## config.mk

```make
export PLATFORM = sky130hd
export DESIGN_NAME = vario_beep_controller
export DESIGN_NICKNAME = d
export VERILOG_FILES = /design/src/rtl/core/vbc_pkg.sv /design/src/rtl/core/vbc_scale.sv /design/src/rtl/core/vbc_cfg_regs.sv /design/src/rtl/core/vbc_control.sv /design/src/rtl/core/vario_beep_controller.sv
export SDC_FILE = /design/constraint.sdc
export NUM_CORES = 1
export LEC_CHECK = 0
export BUFFER_PORTS_ARGS = -buffer_cell sky130_fd_sc_hd__buf_2
export CAP_MARGIN = 0
export CORE_ASPECT_RATIO = 1.75
export CORE_MARGIN = 2
export CORE_UTILIZATION = 30
export DETAILED_ROUTE_END_ITERATION = 10
export PLACE_DENSITY = 0.49
export SYNTH_ARGS = -nofsm -noshare
export SYNTH_HDL_FRONTEND = slang
export SYNTH_SLANG_ARGS = --single-unit
```

## constraint.sdc

```tcl
create_clock -name clk -period 10.68 [get_ports clk]
set_input_delay 0.534 -clock clk [delete_from_list [all_inputs] [get_ports clk]]
set_output_delay 0.534 -clock clk [all_outputs]
set_load 0.01 [all_outputs]
```

## src/rtl/core/vbc_pkg.sv

```systemverilog
// Shared types, codes and constants of the variometer beep controller.
`default_nettype none

package vbc_pkg;

    // Field widths fixed by the interface
    localparam int OPCODE_W  = 2;
    localparam int VARIO_W   = 14;
    localparam int THRESH_W  = 11;
    localparam int VOLUME_W  = 2;
    localparam int FREQ_W    = 11;
    localparam int DUTY_W    = 8;
    localparam int MODE_W    = 2;
    localparam int COUNT_W   = 9;
    localparam int BEEP_W    = 9;
    localparam int SILENCE_W = 8;
    localparam int CFG_IDX_W = 3;
    localparam int CFG_DATA_W = 11;

    // Opcodes of an input beat
    localparam logic [OPCODE_W-1:0] OP_SAMPLE   = 2'd0;
    localparam logic [OPCODE_W-1:0] OP_TICK     = 2'd1;
    localparam logic [OPCODE_W-1:0] OP_SHUTDOWN = 2'd2;

    // Configuration register indexes
    localparam logic [CFG_IDX_W-1:0] REG_VOLUME   = 3'd0;
    localparam logic [CFG_IDX_W-1:0] REG_LIFT_ON  = 3'd1;
    localparam logic [CFG_IDX_W-1:0] REG_LIFT_OFF = 3'd2;
    localparam logic [CFG_IDX_W-1:0] REG_SINK_ON  = 3'd3;
    localparam logic [CFG_IDX_W-1:0] REG_SINK_OFF = 3'd4;

    // Configuration reset values
    localparam logic [VOLUME_W-1:0]        VOLUME_RESET   = 2'd1;
    localparam logic signed [THRESH_W-1:0] LIFT_ON_RESET  = 11'sd40;
    localparam logic signed [THRESH_W-1:0] LIFT_OFF_RESET = 11'sd10;
    localparam logic signed [THRESH_W-1:0] SINK_ON_RESET  = -11'sd120;
    localparam logic signed [THRESH_W-1:0] SINK_OFF_RESET = -11'sd100;

    // Tone shaping constants
    localparam logic [FREQ_W-1:0]    LIFT_FREQ_BASE  = 11'd600;
    localparam logic [FREQ_W-1:0]    SINK_FREQ_BASE  = 11'd400;
    localparam logic [BEEP_W-1:0]    BEEP_MS_SLOW    = 9'd350;
    localparam logic [SILENCE_W-1:0] SILENCE_MS_SLOW = 8'd230;
    localparam int LIFT_FREQ_SPAN = 1500 - 600;
    localparam int SINK_FREQ_SPAN = 400 - 150;
    localparam int BEEP_SPAN      = 350 - 100;
    localparam int SILENCE_SPAN   = 230 - 60;

    // Output codes of the mode field
    localparam logic [MODE_W-1:0] MODE_CODE_LIFT = 2'd0;
    localparam logic [MODE_W-1:0] MODE_CODE_SINK = 2'd1;
    localparam logic [MODE_W-1:0] MODE_CODE_IDLE = 2'd2;

    typedef enum logic [2:0] {
        MODE_LIFT = 3'b001,
        MODE_SINK = 3'b010,
        MODE_IDLE = 3'b100
    } mode_t;

    typedef struct packed {
        logic [VOLUME_W-1:0]        volume_level;
        logic signed [THRESH_W-1:0] lift_on_cms;
        logic signed [THRESH_W-1:0] lift_off_cms;
        logic signed [THRESH_W-1:0] sink_on_cms;
        logic signed [THRESH_W-1:0] sink_off_cms;
    } cfg_t;

    // One beat after the scaling stage, with its precomputed timings
    typedef struct packed {
        logic [OPCODE_W-1:0]       opcode;
        logic signed [VARIO_W-1:0] vario;
        logic [FREQ_W-1:0]         freq;
        logic [BEEP_W-1:0]         beep_ms;
        logic [SILENCE_W-1:0]      silence_ms;
    } item_t;

    function automatic logic [DUTY_W-1:0] duty_for_level(input logic [VOLUME_W-1:0] level);
        logic [DUTY_W-1:0] duty;
        case (level)
            2'd0:    duty = 8'd0;
            2'd1:    duty = 8'd5;
            2'd2:    duty = 8'd12;
            default: duty = 8'd127;
        endcase
        return duty;
    endfunction

    function automatic logic [MODE_W-1:0] mode_code(input mode_t m);
        logic [MODE_W-1:0] code;
        unique case (m)
            MODE_LIFT: code = MODE_CODE_LIFT;
            MODE_SINK: code = MODE_CODE_SINK;
            default:   code = MODE_CODE_IDLE;
        endcase
        return code;
    endfunction

endpackage

`default_nettype wire

```

## src/rtl/core/vbc_scale.sv

```systemverilog
// Scales a clamped magnitude by SPAN / MAX_RATE with a reciprocal multiply.
`default_nettype none

module vbc_scale #(
    parameter int MAX_RATE = 600,
    parameter int SPAN     = 900,
    parameter int MAG_W    = 10,
    parameter int OUT_W    = 10,
    parameter bit ROUND_UP = 1'b0
) (
    input  wire logic [MAG_W-1:0] mag,
    output logic [OUT_W-1:0]      scaled
);

    // With mag and the reciprocal error both below 2^MAG_W, this shift keeps
    // the floor exact and lets the fraction bits tell an exact quotient apart.
    localparam int SHIFT = 2 * MAG_W;
    localparam longint unsigned RECIP =
        ((longint'(SPAN) << SHIFT) + longint'(MAX_RATE) - 1) / longint'(MAX_RATE);
    localparam longint unsigned THRESH =
        ((longint'(1) << SHIFT) + longint'(MAX_RATE) - 1) / longint'(MAX_RATE);
    localparam int RECIP_W = $clog2(RECIP + 1);
    localparam int PROD_W  = MAG_W + RECIP_W;

    logic [PROD_W-1:0]       prod;
    logic [PROD_W-SHIFT-1:0] quot;
    logic [SHIFT-1:0]        frac;
    logic                    round_bit;

    assign prod      = PROD_W'(mag) * PROD_W'(RECIP);
    assign quot      = prod[PROD_W-1:SHIFT];
    assign frac      = prod[SHIFT-1:0];
    assign round_bit = ROUND_UP && (frac >= SHIFT'(THRESH));
    assign scaled    = OUT_W'(quot) + OUT_W'(round_bit);

endmodule

`default_nettype wire

```

## src/rtl/core/vbc_cfg_regs.sv

```systemverilog
// Configuration register bank with a plain write port.
`default_nettype none

module vbc_cfg_regs (
    input  wire logic                           clk,
    input  wire logic                           rst_n,
    input  wire logic                           cfg_wr_en,
    input  wire logic [vbc_pkg::CFG_IDX_W-1:0]  cfg_index,
    input  wire logic [vbc_pkg::CFG_DATA_W-1:0] cfg_wdata,
    output vbc_pkg::cfg_t                       cfg
);

    import vbc_pkg::*;

    cfg_t cfg_reg;

    always_ff @(posedge clk or negedge rst_n)
    begin
        if (!rst_n)
        begin
            cfg_reg.volume_level <= VOLUME_RESET;
            cfg_reg.lift_on_cms  <= LIFT_ON_RESET;
            cfg_reg.lift_off_cms <= LIFT_OFF_RESET;
            cfg_reg.sink_on_cms  <= SINK_ON_RESET;
            cfg_reg.sink_off_cms <= SINK_OFF_RESET;
        end
        else if (cfg_wr_en)
        begin
            unique case (cfg_index)
                REG_VOLUME:   cfg_reg.volume_level <= cfg_wdata[VOLUME_W-1:0];
                REG_LIFT_ON:  cfg_reg.lift_on_cms  <= $signed(cfg_wdata[THRESH_W-1:0]);
                REG_LIFT_OFF: cfg_reg.lift_off_cms <= $signed(cfg_wdata[THRESH_W-1:0]);
                REG_SINK_ON:  cfg_reg.sink_on_cms  <= $signed(cfg_wdata[THRESH_W-1:0]);
                REG_SINK_OFF: cfg_reg.sink_off_cms <= $signed(cfg_wdata[THRESH_W-1:0]);
                default:      ;
            endcase
        end
    end

    assign cfg = cfg_reg;

endmodule

`default_nettype wire

```

## src/rtl/core/vbc_control.sv

```systemverilog
// Mode machine, beep countdown and result register.
`default_nettype none

module vbc_control (
    input  wire logic                       clk,
    input  wire logic                       rst_n,
    input  wire vbc_pkg::cfg_t              cfg,
    input  wire logic                       item_valid,
    output logic                            item_ready,
    input  wire vbc_pkg::item_t             item,
    output logic                            out_valid,
    input  wire logic                       out_ready,
    output logic                            tone_on,
    output logic [vbc_pkg::FREQ_W-1:0]      tone_freq_hz,
    output logic [vbc_pkg::DUTY_W-1:0]      tone_duty,
    output logic [vbc_pkg::MODE_W-1:0]      mode
);

    import vbc_pkg::*;

    mode_t                mode_reg, mode_next;
    logic                 tone_reg, tone_next;
    logic                 run_reg, run_next;
    logic [COUNT_W-1:0]   count_reg, count_next;
    logic [FREQ_W-1:0]    freq_reg, freq_next;
    logic [BEEP_W-1:0]    beep_reg, beep_next;
    logic [SILENCE_W-1:0] silence_reg, silence_next;
    logic [FREQ_W-1:0]    lfreq_reg, lfreq_next;
    logic [DUTY_W-1:0]    lduty_reg, lduty_next;

    logic                 out_valid_reg;
    logic                 out_tone_reg;
    logic [FREQ_W-1:0]    out_freq_reg;
    logic [DUTY_W-1:0]    out_duty_reg;
    logic [MODE_W-1:0]    out_mode_reg;

    logic                 accept;
    logic [COUNT_W-1:0]   count_dec;
    logic signed [VARIO_W-1:0] lift_on_x, lift_off_x, sink_on_x, sink_off_x;
    logic                 above_lift_on, below_sink_on;

    assign item_ready = !out_valid_reg || out_ready;
    assign accept     = item_valid && item_ready;

    assign lift_on_x  = {{(VARIO_W-THRESH_W){cfg.lift_on_cms[THRESH_W-1]}},  cfg.lift_on_cms};
    assign lift_off_x = {{(VARIO_W-THRESH_W){cfg.lift_off_cms[THRESH_W-1]}}, cfg.lift_off_cms};
    assign sink_on_x  = {{(VARIO_W-THRESH_W){cfg.sink_on_cms[THRESH_W-1]}},  cfg.sink_on_cms};
    assign sink_off_x = {{(VARIO_W-THRESH_W){cfg.sink_off_cms[THRESH_W-1]}}, cfg.sink_off_cms};

    assign above_lift_on = item.vario > lift_on_x;
    assign below_sink_on = item.vario < sink_on_x;

    assign count_dec = (count_reg != '0) ? count_reg - COUNT_W'(1) : '0;

    always_comb
    begin
        mode_next    = mode_reg;
        tone_next    = tone_reg;
        run_next     = run_reg;
        count_next   = count_reg;
        freq_next    = freq_reg;
        beep_next    = beep_reg;
        silence_next = silence_reg;
        lfreq_next   = lfreq_reg;
        lduty_next   = lduty_reg;
        if (accept)
        begin
            case (item.opcode)
                OP_SAMPLE:
                begin
                    freq_next    = item.freq;
                    beep_next    = item.beep_ms;
                    silence_next = item.silence_ms;
                    unique case (mode_reg)
                        MODE_LIFT:
                        begin
                            if (item.vario < lift_off_x)
                                mode_next = MODE_IDLE;
                        end
                        MODE_SINK:
                        begin
                            if (item.vario > sink_off_x)
                                mode_next = MODE_IDLE;
                        end
                        default:
                        begin
                            // The sink test comes first and wins over lift.
                            if (below_sink_on)
                                mode_next = MODE_SINK;
                            else if (above_lift_on)
                                mode_next = MODE_LIFT;
                            if ((above_lift_on || below_sink_on) && !run_reg)
                            begin
                                run_next   = 1'b1;
                                count_next = COUNT_W'(item.beep_ms);
                                tone_next  = 1'b1;
                                lfreq_next = item.freq;
                                lduty_next = duty_for_level(cfg.volume_level);
                            end
                        end
                    endcase
                end
                OP_TICK:
                begin
                    if (run_reg)
                    begin
                        count_next = count_dec;
                        if (count_dec == '0)
                        begin
                            if (mode_reg == MODE_IDLE)
                            begin
                                tone_next = 1'b0;
                                run_next  = 1'b0;
                            end
                            else if (tone_reg)
                            begin
                                if (silence_reg == '0)
                                    count_next = COUNT_W'(beep_reg);
                                else
                                begin
                                    tone_next  = 1'b0;
                                    count_next = COUNT_W'(silence_reg);
                                end
                            end
                            else
                            begin
                                tone_next  = 1'b1;
                                count_next = COUNT_W'(beep_reg);
                                lfreq_next = freq_reg;
                                lduty_next = duty_for_level(cfg.volume_level);
                            end
                        end
                    end
                end
                OP_SHUTDOWN:
                begin
                    run_next   = 1'b0;
                    count_next = '0;
                    tone_next  = 1'b0;
                    mode_next  = MODE_IDLE;
                end
                default: ;
            endcase
        end
    end

    always_ff @(posedge clk or negedge rst_n)
    begin
        if (!rst_n)
        begin
            mode_reg      <= MODE_IDLE;
            tone_reg      <= 1'b0;
            run_reg       <= 1'b0;
            count_reg     <= '0;
            freq_reg      <= '0;
            beep_reg      <= '0;
            silence_reg   <= '0;
            lfreq_reg     <= '0;
            lduty_reg     <= '0;
            out_valid_reg <= 1'b0;
        end
        else
        begin
            mode_reg    <= mode_next;
            tone_reg    <= tone_next;
            run_reg     <= run_next;
            count_reg   <= count_next;
            freq_reg    <= freq_next;
            beep_reg    <= beep_next;
            silence_reg <= silence_next;
            lfreq_reg   <= lfreq_next;
            lduty_reg   <= lduty_next;
            if (accept)
                out_valid_reg <= 1'b1;
            else if (out_ready)
                out_valid_reg <= 1'b0;
        end
    end

    always_ff @(posedge clk)
    begin
        if (accept)
        begin
            out_tone_reg <= tone_next;
            out_freq_reg <= tone_next ? lfreq_next : '0;
            out_duty_reg <= tone_next ? lduty_next : '0;
            out_mode_reg <= mode_code(mode_next);
        end
    end

    assign out_valid    = out_valid_reg;
    assign tone_on      = out_tone_reg;
    assign tone_freq_hz = out_freq_reg;
    assign tone_duty    = out_duty_reg;
    assign mode         = out_mode_reg;

endmodule

`default_nettype wire

```

## src/rtl/core/vario_beep_controller.sv

```systemverilog
// Top level of the variometer beep controller: input and scaling stages.
`default_nettype none

// Channel  | Handshake            | Payload
// ---------+----------------------+-------------------------------------------
// in       | in_valid / in_ready  | opcode, vario_cms
// out      | out_valid/ out_ready | tone_on, tone_freq_hz, tone_duty, mode
// cfg      | cfg_wr_en            | cfg_index, cfg_wdata (no wait, no read-back)
//
// Every input beat gives exactly one result beat. The block takes one beat per
// cycle while the output does not stall; a result passes through the input
// register, the scaling register and the result register in series.
// Reset clears every stage to empty and loads the register defaults; mode
// starts idle with the tone off. A stall on the output holds the result
// register, and the stall then backs up through the two earlier stages.
//
// The first stage clamps the vertical speed and runs three reciprocal
// multiplies that give the sample's frequency, beep length and silence
// length. These depend on the sample alone, so they are worked out before the
// beat reaches the mode machine, which then needs only compares and a
// decrement to update its state within the cycle.

module vario_beep_controller #(
    parameter int MAX_RATE_CMS = 600
) (
    input  wire logic                           clk,
    input  wire logic                           rst_n,
    input  wire logic                           cfg_wr_en,
    input  wire logic [vbc_pkg::CFG_IDX_W-1:0]  cfg_index,
    input  wire logic [vbc_pkg::CFG_DATA_W-1:0] cfg_wdata,
    input  wire logic                           in_valid,
    output logic                                in_ready,
    input  wire logic [vbc_pkg::OPCODE_W-1:0]   opcode,
    input  wire logic signed [vbc_pkg::VARIO_W-1:0] vario_cms,
    output logic                                out_valid,
    input  wire logic                           out_ready,
    output logic                                tone_on,
    output logic [vbc_pkg::FREQ_W-1:0]          tone_freq_hz,
    output logic [vbc_pkg::DUTY_W-1:0]          tone_duty,
    output logic [vbc_pkg::MODE_W-1:0]          mode
);

    import vbc_pkg::*;

    localparam int MAG_W       = $clog2(MAX_RATE_CMS + 1);
    localparam int LIFT_Q_W    = $clog2(LIFT_FREQ_SPAN + 1);
    localparam int SINK_Q_W    = $clog2(SINK_FREQ_SPAN + 1);
    localparam int SILENCE_Q_W = $clog2(SILENCE_SPAN + 1);

    cfg_t cfg;

    // Input register
    logic                      s1_valid_reg;
    logic [OPCODE_W-1:0]       s1_opcode_reg;
    logic signed [VARIO_W-1:0] s1_vario_reg;

    // Scaling register
    logic  s2_valid_reg;
    item_t s2_item_reg;
    item_t s2_item_next;

    logic ctrl_ready;
    logic s2_advance, s2_free, s1_advance;

    logic [VARIO_W-1:0]     abs_vario;
    logic [MAG_W-1:0]       mag;
    logic                   positive;
    logic [LIFT_Q_W-1:0]    lift_q;
    logic [SINK_Q_W-1:0]    sink_q;
    logic [SILENCE_Q_W-1:0] silence_q;

    vbc_cfg_regs u_cfg_regs (
        .clk       (clk),
        .rst_n     (rst_n),
        .cfg_wr_en (cfg_wr_en),
        .cfg_index (cfg_index),
        .cfg_wdata (cfg_wdata),
        .cfg       (cfg)
    );

    // Handshake through the stages: each stage moves on when the next is free.
    assign s2_advance = s2_valid_reg && ctrl_ready;
    assign s2_free    = !s2_valid_reg || s2_advance;
    assign s1_advance = s1_valid_reg && s2_free;
    assign in_ready   = !s1_valid_reg || s1_advance;

    always_ff @(posedge clk or negedge rst_n)
    begin
        if (!rst_n)
        begin
            s1_valid_reg <= 1'b0;
            s2_valid_reg <= 1'b0;
        end
        else
        begin
            if (in_valid && in_ready)
                s1_valid_reg <= 1'b1;
            else if (s1_advance)
                s1_valid_reg <= 1'b0;
            if (s1_advance)
                s2_valid_reg <= 1'b1;
            else if (s2_advance)
                s2_valid_reg <= 1'b0;
        end
    end

    always_ff @(posedge clk)
    begin
        if (in_valid && in_ready)
        begin
            s1_opcode_reg <= opcode;
            s1_vario_reg  <= vario_cms;
        end
        if (s1_advance)
            s2_item_reg <= s2_item_next;
    end

    // Magnitude of the sample, clamped to the full-scale rate.
    assign abs_vario = s1_vario_reg[VARIO_W-1] ? (~s1_vario_reg + VARIO_W'(1))
                                                : s1_vario_reg;
    assign mag       = (abs_vario > VARIO_W'(MAX_RATE_CMS)) ? MAG_W'(MAX_RATE_CMS)
                                                            : MAG_W'(abs_vario);
    assign positive  = !s1_vario_reg[VARIO_W-1] && (s1_vario_reg != '0);

    // Lift pitch rounds down; sink pitch, beep and silence round the step up.
    vbc_scale #(
        .MAX_RATE (MAX_RATE_CMS),
        .SPAN     (LIFT_FREQ_SPAN),
        .MAG_W    (MAG_W),
        .OUT_W    (LIFT_Q_W),
        .ROUND_UP (1'b0)
    ) u_scale_lift (
        .mag    (mag),
        .scaled (lift_q)
    );

    // Sink pitch and beep length share the same span, so one unit serves both.
    vbc_scale #(
        .MAX_RATE (MAX_RATE_CMS),
        .SPAN     (SINK_FREQ_SPAN),
        .MAG_W    (MAG_W),
        .OUT_W    (SINK_Q_W),
        .ROUND_UP (1'b1)
    ) u_scale_sink (
        .mag    (mag),
        .scaled (sink_q)
    );

    vbc_scale #(
        .MAX_RATE (MAX_RATE_CMS),
        .SPAN     (SILENCE_SPAN),
        .MAG_W    (MAG_W),
        .OUT_W    (SILENCE_Q_W),
        .ROUND_UP (1'b1)
    ) u_scale_silence (
        .mag    (mag),
        .scaled (silence_q)
    );

    always_comb
    begin
        s2_item_next.opcode     = s1_opcode_reg;
        s2_item_next.vario      = s1_vario_reg;
        s2_item_next.freq       = positive ? LIFT_FREQ_BASE + FREQ_W'(lift_q)
                                           : SINK_FREQ_BASE - FREQ_W'(sink_q);
        s2_item_next.beep_ms    = BEEP_MS_SLOW - BEEP_W'(sink_q);
        s2_item_next.silence_ms = positive ? SILENCE_MS_SLOW - SILENCE_W'(silence_q)
                                           : '0;
    end

    vbc_control u_control (
        .clk          (clk),
        .rst_n        (rst_n),
        .cfg          (cfg),
        .item_valid   (s2_valid_reg),
        .item_ready   (ctrl_ready),
        .item         (s2_item_reg),
        .out_valid    (out_valid),
        .out_ready    (out_ready),
        .tone_on      (tone_on),
        .tone_freq_hz (tone_freq_hz),
        .tone_duty    (tone_duty),
        .mode         (mode)
    );

endmodule

`default_nettype wire

```

==> impl_metrics.tcl <==
set metrics [dict create \
    status "complete, no violations" \
    dieArea_mm2 0.0524 \
    final.period_utilization_pct 90.6 \
    grt_pass1_wl_um 63600 \
    drive_above_1_share_pct 10.3 \
    clock_sinks 192 \
    ys_ff_latch 192 \
    cts_max_level 4 \
    synth_cell_types 85 \
    r2r_setup_slack_ps 1000 \
    track_usage_pct 15.4 \
    initial_core_util_pct 30.2 \
    drv_cap 0 \
    synth_commonest_cells "ha_1, inv_1, nand2_1" \
    num_vias 11300 \
    cpMostUsedCell "ha_1" \
    hpwl_um 31600 \
    routed_wl_um 38900 \
    ys_top_cells_by_area "ha_1, edfxtp_1, dfrtp_1" \
    synth_seq_area_share_pct 34.6 \
    fin_setup_tns_ps 0 \
    grt-ovfl-total 0 \
    yosys.cell_count.top_type "ha_1" \
    rsz0062_at_grt "false" \
    reg2reg_to "s2_item_reg[15]" \
    slew_headroom_pct 22.1 \
    cp.required_ps 10860 \
    area_delta_synth_final_pct 11.0 \
    power_density_mw_per_mm2 213 \
    gp_congestion 0.853 \
    syn_inst 1583 \
    final_antenna_net_count 0 \
    layoutNonFillerInstCount 2314 \
    grt_max_degree 67 \
    cp_slowest_cell "edfxtp_1" \
    critPathBufInv 4 \
    netlist_area_mm2 0.0152 \
    largest_reg_flops 46 \
    rr_startpoint "s1_vario_reg[13]" \
    setup_violations 0 \
    arrival_ps 9860 \
    die_h_um 301 \
    io_pins 59 \
    fin_skew_ps 12.0 \
    hold_class "in -> async" \
    reg2reg_depth 31 \
    post-route-min-period_ps 9680 \
    postCtsSetupRepairBufs 0 \
    vias_per_cell 4.87 \
    die_w_um 174 \
    tightest_slew_ps 1170 \
    grt_pass1_vias 12000 \
    grt_antenna_before_repair 0 \
    drc 0 \
    nets 1926 \
    drtPass1Iterations 7 \
    fmax_ghz 0.103 \
    async_flop_share_pct 57.3 \
    yosysTopAreaCell "ha_1" \
    portBuffers 58 \
    cts_buffer_depth 2 \
    dp.cells 2282 \
    synth_edf_count 82 \
    cts_tree "built" \
    clkLatencyLatePin_ps 450 \
    cp_top_family "compound AO/OA/AOI/OAI gates" \
    synthFlopType "dfrtp_1" \
    post_cts_resized 0 \
    drt_iter0_drc 578 \
    root_buffer "clkbuf_16" \
    cp_max_fo 12 \
    slew_violations 0 \
    rows 109 \
    crit_start "s1_vario_reg[13]" \
    postCtsHoldBufs 0 \
    numCtsBuffers 17 \
    yosysWarnings 0 \
    vdd_ir_drop_max_mv 0.134 \
    start_kind "flip-flop" \
    clk_pin_slew_ps 70 \
    core-area_mm2 0.0502 \
    end_kind "flip-flop" \
    diodes 0 \
    cpPeakStageDelay_ps 680 \
    final_hold_viol_count 0 \
    syn_avg_cell_area_um2 9.57 \
    yosysTopAreaCellShare_pct 17.1 \
    critical_path_class "reg -> reg" \
    leakage_uw 0.00796 \
    wl_per_cell_um 16.8 \
]
placed cells by master (no fill, tap or decap), types with 7 or more instances in the layout:
| cell type | count |
|---|---|
| a2111oi_0 | 7 |
| a211oi_1 | 7 |
| a21o_1 | 52 |
| a21oi_1 | 88 |
| a222oi_1 | 11 |
| a31oi_1 | 15 |
| and2_1 | 8 |
| buf_2 | 57 |
| buf_4 | 12 |
| clkbuf_16 | 17 |
| dfrtp_1 | 92 |
| dfstp_2 | 18 |
| edfxtp_1 | 82 |
| fa_1 | 49 |
| ha_1 | 207 |
| inv_1 | 195 |
| mux2_2 | 19 |
| mux2i_1 | 15 |
| nand2_1 | 183 |
| nand2b_1 | 16 |
| nand3_1 | 21 |
| nand4_1 | 14 |
| nor2_1 | 97 |
| nor2b_1 | 26 |
| nor3_1 | 20 |
| nor4_1 | 7 |
| o21a_1 | 8 |
| o21ai_0 | 85 |
| o22ai_1 | 8 |
| or3_1 | 7 |
| xnor2_1 | 49 |
| xor2_1 | 25 |
logic make-up (layout without fill, tap and decap cells):
group | count (synthesis) | after routing | share of synthesized area (%)
and+or+nand+nor | 442 | 442 | 13.8
other | 1 | 2 | 0.0247
DFF | 192 | 192 | 34.6
adders and majority gates | 256 | 256 | 23.6
AOI/OAI and AO/OA | 344 | 344 | 15.0
buffers and inverters | 235 | 299 | 5.83
xor gates and xnor gates | 79 | 79 | 4.81
muxes | 34 | 34 | 2.40
how the worst max path moves through the flow:
stage,end,slack [ps],depth (start not counted)
floorplan,s2_item_reg[15],2180,36
CTS,s2_item_reg[15],990,31
global placement,s2_item_reg[15],1230,31
global route,s2_item_reg[15],180,31
finish,s2_item_reg[15],1000,31
detailed placement,s2_item_reg[15],1030,31
metrics by stage:
step | util [%] | power [µW] | worst slack, ps | hold WS [ps] | area, µm²
after floorplan | - | 2480 | 2180 | 238 | 15200
after global placement | 32.3 | 2940 | 1230 | 418 | 16200
after detailed placement | 32.3 | 2960 | 1030 | 422 | 16200
after CTS | 33.5 | 3630 | 993 | 103 | 16800
after global routing | 33.5 | 3910 | 176 | 140 | 16800
final | 33.5 | 3580 | 1000 | 101 | 16800
layout make-up:
class                   instances  area (µm²)
fillers                      5255       33400
clock inverters                13         151
multi-input cells            1157        9040
clock buffers                  19         433
well taps                     666         833
repair buffers                 69         375
inverters                     198         743
flip-flops and latches        192        5240
power breakdown:
part           internal [µW]  switching (µW)  leakage (µW)
registers               1040             142       0.00213
logic                    720            1030       0.00554
clock network            351             293      0.000284
per-layer routing:
layer,part of all wire [%],track usage (%),vias to the layer above
met3,1.8,1.32,73
li1,-,-,5619
met2,58,32.1,176
met5,0,0,-
met4,4.6,7.82,0
met1,35,14.7,5406
No activity file was read; power rests on OpenSTA's default activity.
